## src/zsc_ram.sv

```systemverilog
// generic single-port-write, single-port-read ram with registered read data
// no dependencies

module zsc_ram #(
    parameter int WIDTH = 16,
    parameter int DEPTH = 64
) (
    input  logic                     i_clk,
    input  logic                     i_we,
    input  logic [$clog2(DEPTH)-1:0] i_waddr,
    input  logic [WIDTH-1:0]         i_wdata,
    input  logic                     i_re,
    input  logic [$clog2(DEPTH)-1:0] i_raddr,
    output logic [WIDTH-1:0]         o_rdata
);

    logic [WIDTH-1:0] r_mem [DEPTH];
    logic [WIDTH-1:0] r_rdata;

    always_ff @(posedge i_clk) begin
        if (i_we) begin
            r_mem[i_waddr] <= i_wdata;
        end
        if (i_re) begin
            r_rdata <= r_mem[i_raddr];
        end
    end

    assign o_rdata = r_rdata;

endmodule

```

## config.mk

```make
export PLATFORM = sky130hd
export DESIGN_NAME = zsc_ram
export DESIGN_NICKNAME = d
export VERILOG_FILES = /design/src/zsc_ram.sv
export SDC_FILE = /design/constraint.sdc
export NUM_CORES = 1
export LEC_CHECK = 0
export BUFFER_PORTS_ARGS = -buffer_cell sky130_fd_sc_hd__clkbuf_2
export CORE_MARGIN = 2
export CORE_UTILIZATION = 32
export CTS_CLUSTER_SIZE = 40
export DETAILED_ROUTE_END_ITERATION = 7
export SLEW_MARGIN = 20
export SYNTH_ARGS = -nofsm -noshare
export SYNTH_HDL_FRONTEND = slang
export SYNTH_SLANG_ARGS = --single-unit
```

## constraint.sdc

```tcl
create_clock -name i_clk -period 2.6 [get_ports i_clk]
set_input_delay 0.39 -clock i_clk [delete_from_list [all_inputs] [get_ports i_clk]]
set_output_delay 0.39 -clock i_clk [all_outputs]
set_load 0.005 [all_outputs]
```

# == Yosys cells after proc, flatten, opt, wreduce, memory -nomap -nowiden ==
# Memory sizes are Yosys's and may differ from the RTL's. A register that Yosys moved wholly into a read port is not among the register bits.
# Index checks and enable logic that the tools add are counted.
# word_totals
register_bits,0
ramBits,1024
output_inout_bits,16
elab_cells,3
n_memories,1
# classes
n_mux,2
# memory_table
memory,words,word_bits,rd,rd_clocked_by_memory_dff,write_ports,line,rtl
r_mem,64,16,1,1,1,17,logic [WIDTH-1:0] r_mem [DEPTH];
# op_table
cell,n
2-to-1 mux 1 bit,2

# == Longest topological paths before layout ==
# Gate-level depths: netlist (run 1).
# logic_depth
depth_word,2
mapped_depth,10
ltp_nobuf,5

# == Worst setup path before layout (run 1) ==
# Ideal clock, no wire load.
# synth_timing
path_type,input port to flip-flop
startpoint,in i_waddr[3]
endpoint,mem r_mem[48][0] (enable)
setup_ns,0.409
arrival_ns,2.016
required_time_ns,2.191
setup_slack_ns,0.175
stages,4
path_buffers,1
path_cell_list,clkbuf_1 -> nor2b_1 -> nand4b_1 -> nor3_1
# synth_rtl
item,line,rtl
from (decl),10,"input logic [$clog2(DEPTH)-1:0] i_waddr,"
to (decl),17,
# No word-level cell before the write port.

==> results by group, run 1 <==
Run status
  – Status: finished, final reports clean

Yosys
  – Post-synth EDFFs: approximately 1,000
  – Cell Area, Synth: around 0.040 mm^2
  – Count of cell types in the netlist: 42
  – Synth area leaders: edfxtp_1 78%, mux4_2 12%, mux2i_1 2.1%
  – Area leader, netlist: edfxtp_1
  – Post-synth ARST share: 0%
  – Yosys warning total: 0
  – Dominant synthesized flop cell: edfxtp_1
  – Gate Count Post-Synth: 1,829
  – Sequential fraction of the synthesis area: between 70 and 80%
  – Post-synth top cells: 1,040 x edfxtp_1, 220 x mux4_2, 85 x mux2i_1
  – Avg Cell Area, Syn: roughly 22 um^2
  – Post-synthesis register bit count: between 1,000 and 1,500
  – Top-area cell type share of the netlist area: 77.7%
  – Syn_nets: roughly 1,900
  – Top-count cell post-synth: edfxtp_1

CTS
  – Root Driver: clkbuf_16
  – CTS tree: done
  – Post-cts repair resize count: 0
  – Worst skew pair latency: roughly 680 ps
  – Clk buf depth: 3
  – Clk slew on worst S/H paths: 60 ps
  – # Post-CTS Setup Buffers: 0
  – CTS buffer count: roughly 110
  – Clock sink total: roughly 1,000
  – CTS H-Tree Depth: 3
  – Cts hold-fix bufs: 0

Route
  – Drt initial violations: about 2,200
  – Antenna viol nets, final: 0
  – Final WL: ~100,000 um
  – # DRC: 0
  – Vias: 19,900
  – Pre-Repair DR Iteration Count: 5
  – DR vias/cell: roughly 5.2
  – Wire per inst: roughly 26 um

Critical path
  – Worst R2R Start: r_mem[61][13]
  – Slowest CP cell: a221oi_1
  – R2R depth: 5
  – Reg2reg end: o_rdata[13]
  – CP Capture Type: flip-flop
  – Flop2flop setup slack: approximately 380 ps
  – Required time of the critical path: 3000 ps
  – Startpoint Class: flip-flop
  – CP Cell Sequence: mux4_2 -> mux2_2 -> a221oi_1 -> buf_4 -> a311oi_1
  – Largest delay contributor family on the critical path: multiplexers
  – Stages on worst setup path: 5
  – Critical path data arrival time: 2610 ps
  – Crit-path max FO: 1
  – Crit path kind: flip-flop to flip-flop
  – Critical path's largest stage delay: 570 ps
  – CP bufs+invs: 1

Timing
  – Max_slew headroom: 34.2%
  – RSZ-0062 raised after global routing: no
  – Tcrit/Tclk final: between 80 and 90%
  – Min Clock Period, post-route: about 2200 ps
  – Worst clock skew: 23.0 ps
  – Final hold vios: 0
  – Worst slew pin tran: approximately 1000 ps
  – Endpoints failing setup: 0
  – Max Clock Freq: 0.451 GHz
  – Max-slew violation total from the final report: 0

Floorplan
  – IO Count: 47
  – Initial Util: approximately a third
  – Die Ht: 358 um
  – Die width: 358 um
  – Core Footprint: between 0.1 and 0.15 mm^2
  – DIE AREA: 0.128 mm^2
  – Cell Rows: 130

Layout
  – P&R area growth vs syn: 17.4%
  – Non-Filler Instances: roughly 3,800
  – Share of cells above drive strength 1: 30.8%
  – Final net count: approximately 2,100
  – Final instance area: approximately 0.047 mm^2

Power and ir drop
  – Worst ir drop on vdd: roughly 0.5 mV
  – Sequential share of power: a little over half
  – LEAKAGE: ~15 nW
  – Combinational share of power: roughly 5.4%
  – Internal power: 0.0277 W
  – Clock share of power: about two fifths
  – Switch share: 21.2%
  – Switching power: ~0.0075 W
  – Pwr Density: around 740 mW/mm^2

Global routing
  – GRT Total Usage: approximately 15%
  – First-pass GRT wire length: ~140,000 um
  – Initial antenna violation count: 7
  – Vias in the first global route: around 20,000
  – Grt ovf: 0
  – Largest net degree at the start of global routing: 65

Place
  – Dpl cells: between 3,000 and 4,000
  – PortBufs: between 40 and 50
  – Placed Area: between 0.04 and 0.05 mm^2
  – Gpl congestion: ~0.85
  – Post-detail-place hpwl: ~64,000 um

Min path
  – HP Start: i_wdata[10]
  – Hold Crit Depth: 1
  – Min-delay worst type: primary input to flip-flop
  – Hold Path End: r_mem[28][10]

Job
  – Max-cap violations: 0
## power by group through the flow
stage / clock, W / combinational (W) / sequential [W]
after floorplan: 0 / 0.000961 / 0.0190
after global placement: 0 / 0.00189 / 0.0190
after detailed placement: 0 / 0.00192 / 0.0190
after CTS: 0.0148 / 0.00193 / 0.0187
after global routing: 0.0155 / 0.00202 / 0.0187
final: 0.0145 / 0.00191 / 0.0187
## cells in the final DEF (no fill, tap or decap), drive strengths merged, types with 30 or more instances in the layout
master  instances
edfxtp       1040
buf           225
mux4          224
clkbuf        173
mux2i          85
nor2           74
nand2          60
clkinv         56
a22oi          39
nor2b          30
## logic make-up (layout without fill, tap and decap cells)
logic type | after synthesis | after routing | share of synthesized area [%]
DFF | 1040 | 1040 | 77.7
muxes | 336 | 336 | 15.5
and+or+nand+nor | 220 | 220 | 2.64
AOI/OAI and AO/OA | 129 | 129 | 2.40
buffers and inverters | 104 | 470 | 1.82
other | 0 | 2 | 0
## layer usage
layer / wire length (um) / global-route usage (%) / up-vias
met4: 2090 / 3.61 / 10
met5: 69 / 0 / -
met2: 47500 / 24.6 / 840
li1: - / - / 8255
met1: 42400 / 21.8 / 10600
met3: 8030 / 3.35 / 150
## how the worst max path moves through the flow
stage	from	slack, ps	end
detailed placement	i_raddr[0]	-290	o_rdata[1]
finish	r_mem[61][13]	380	o_rdata[13]
CTS	r_mem[61][13]	400	o_rdata[13]
global placement	i_raddr[0]	-250	o_rdata[1]
floorplan	i_waddr[3]	180	r_mem[48][0]
global route	i_raddr[0]	360	o_rdata[13]
## flip-flops by register name, indices dropped and copies added, names as in the netlist
name and count:
r_mem 1024, o_rdata 16
## layout make-up
type / instances / area, um^2
well taps: 1650 / 2060
clock inverters: 72 / 549
fillers: 11100 / 77900
flip-flops and latches: 1040 / 31200
multi-input cells: 685 / 8250
repair buffers: 268 / 2310
diodes: 2 / 5.00
clock buffers: 130 / 2790
## per-stage QoR
stage                     hold slack (ps)  power, W  setup TNS, ps  setup WS [ps]  util [%]
after floorplan                       489    0.0199              0            175         -
after global placement                743    0.0209          -1290           -248      35.1
after detailed placement              754    0.0209          -1530           -288      35.1
after CTS                            31.9    0.0354              0            395      37.7
after global routing                 51.8    0.0361              0            358      37.7
final                                60.5    0.0351              0            384      37.7
(Power assumes the default switching activity.)
==> run 2, diff against run 1 <==
ABC_CLOCK_PERIOD_IN_PS = 2600   (was default)
CORE_UTILIZATION = 63   (was 32)
PLACE_DENSITY = 0.8   (was default)
==> results by group, run 2 (synthesis results as in run 1) <==
Power and ir drop
  – Clock share of power: 40.2% (-1.2 points)
  – Sequential share of power: 54.3% (+1.2 points)
  – Pwr Density: 749 mW/mm^2 (+0.71%)
  – Switch share: 20.8% (-0.43 points)
  – Combinational share of power: 5.5% (about the same)
  – Internal power: 0.0272 W (-1.6%)
  – Switching power: 0.00715 W (-4.2%)
  – LEAKAGE: 14.9 nW (-0.90%)
  – Worst ir drop on vdd: 0.572 mV (+15%)

Layout
  – Top reg by flops: r_mem
  – Most frequent cells in the layout: 1,040 x edfxtp_1, 220 x mux4_2, 202 x buf_4, 101 x clkbuf_16, 85 x mux2i_1
  – Fill cell count: 3,409 (-69%)
  – Final net count: 2,125 (-0.33%)
  – Post-layout util: 72.7% (+35 points)
  – Share of cells above drive strength 1: 30.5% (-0.24 points)
  – P&R area growth vs syn: 14.0%
  – Most common cell after layout, fill and taps aside: edfxtp_1
  – Max FFs per register: 1,024 (unchanged)

Route
  – DR vias/cell: 6.83 (+32%)
  – Final WL: 98,600 um (-1.5%)
  – Drt initial violations: 2,692 (+22%)
  – Antenna viol nets, final: 0 (unchanged)
  – # DRC: 0 (unchanged)
  – Wire per inst: 32.7 um (+26%)
  – Pre-Repair DR Iteration Count: 6 (+1)
  – Vias: 20,600 (+3.6%)

Place
  – PortBufs: 46 (unchanged)
  – Post-Place Setup Slack: -174 ps (+114 ps)
  – Post-detail-place hpwl: 58,500 um (-8.2%)
  – Gpl congestion: 0.875 (+2.9%)

Floorplan
  – Die Ht: 257 um (-28%)
  – Cell Rows: 92 (-29%)
  – Initial Util: 63.7% (+32 points)
  – DIE AREA: 0.0658 mm^2 (-49%)
  – IO Count: 47 (unchanged)
  – Core Footprint: 0.0631 mm^2 (-50%)
  – Die width: 257 um (-28%)

Global routing
  – GRT Total Usage: 30.5% (+15 points)
  – Vias in the first global route: 20,900 (+5.1%)
  – Initial antenna violation count: 6 (-1)
  – Largest net degree at the start of global routing: 65 (unchanged)
  – Grt ovf: 0 (unchanged)
  – First-pass GRT wire length: 143,000 um (-0.42%)

CTS
  – Clk buf depth: 3 (unchanged)
  – Clk slew on worst S/H paths: 70 ps (about the same)
  – Worst skew pair latency: 660 ps (-20 ps)
  – # Post-CTS Setup Buffers: 0 (unchanged)
  – Root Driver: clkbuf_16
  – CTS tree: done
  – Post-cts repair resize count: 0 (unchanged)
  – CTS H-Tree Depth: 3 (unchanged)
  – Clock sink total: 1,040 (unchanged)
  – Cts hold-fix bufs: 0 (unchanged)
  – CTS buffer count: 96 (-9.4%)

Critical path
  – Startpoint Class: primary input
  – CP Capture Type: flip-flop
  – Crit-path max FO: 32 (+31)
  – Required time of the critical path: 3010 ps (about the same)
  – Critical path data arrival time: 2660 ps (+50 ps)
  – Flop2flop setup slack: 400 ps (+20 ps)
  – Crit path kind: primary input to flip-flop

Timing
  – Tcrit/Tclk final: 86.4% (+1.2 points)
  – Min Clock Period, post-route: 2250 ps (+30.1 ps)
  – Max Clock Freq: 0.445 GHz (-1.3%)
  – Endpoints failing setup: 0 (unchanged)
  – PnR worst setup slack: 353 ps (-30.1 ps)
  – Worst clock skew: 19.6 ps (-3.38 ps)
  – Max-slew violation total from the final report: 0 (unchanged)
  – RSZ-0062 raised after global routing: no
  – Worst slew pin tran: 1140 ps (+155 ps)
  – Final hold vios: 0 (unchanged)
  – Max_slew headroom: 23.9% (-10 points)

Run status
  – Status: finished, final reports clean

Min path
  – Min-delay worst type: primary input to flip-flop

Job
  – Max-cap violations: 0 (unchanged)
-- run 2: critical path: stages --
cell     delay, ps
buf_6          420
buf_12         270
buf_4          180
mux4_2         320
mux2_2         290
nand2_1         60
nand4_1        350
and4_1         310
-- run 2: per-stage QoR --
| step | hold WS (ps) | total power, W | instance area, um^2 | std cells | setup TNS, ps |
|---|---|---|---|---|---|
| 2_1_floorplan | 489 | 0.0199 | 40200 | 1829 | 0 |
| 3_3_place_gp | 796 | 0.0208 | 42800 | 2842 | -675 |
| 3_5_place_dp | 793 | 0.0209 | 42800 | 2842 | -1240 |
| 4_1_cts | 362 | 0.0344 | 45800 | 3016 | 0 |
| 5_1_grt | 395 | 0.0351 | 45800 | 3017 | 0 |
| 6_report | 384 | 0.0343 | 45800 | 3019 | 0 |
-- run 2: layer usage --
metal	track usage [%]	part of all wire, %	vias to the layer above
li1	-	-	8211
met1	40.5	35	10700
met2	49.3	50	1457
met3	6.52	10	279
met4	14.0	5.1	10
met5	0	0.068	-
-- run 2: power groups by stage --
stage	Combinational, W	Clock, W	Sequential (W)
5_1_grt	0.00197	0.0145	0.0187
3_5_place_dp	0.00184	0	0.0190
6_report	0.00189	0.0138	0.0187
2_1_floorplan	0.000961	0	0.0190
4_1_cts	0.00187	0.0139	0.0187
3_3_place_gp	0.00178	0	0.0190
-- run 2: final timing paths --
check                           cells past startpoint    startpoint             to
worst min register to register                      4  r_mem[24][5]     o_rdata[5]
worst max register to register                      8  r_mem[23][3]     o_rdata[3]
worst max-delay path                                8    i_raddr[1]     o_rdata[2]
worst min-delay path                                2   i_wdata[13]  r_mem[19][13]
-- run 2: layout make-up --
class                           instances  area [um^2]  area share (%)
Sequential cell                      1040        31200            68.1
Multi-Input combinational cell        685         8250            18.0
Clock buffer                          120         2600            5.67
Timing Repair Buffer                  271         2230            4.87
Tap cell                              846         1060            2.31
Clock inverter                         54          463            1.01
Antenna cell                            3         7.51          0.0164
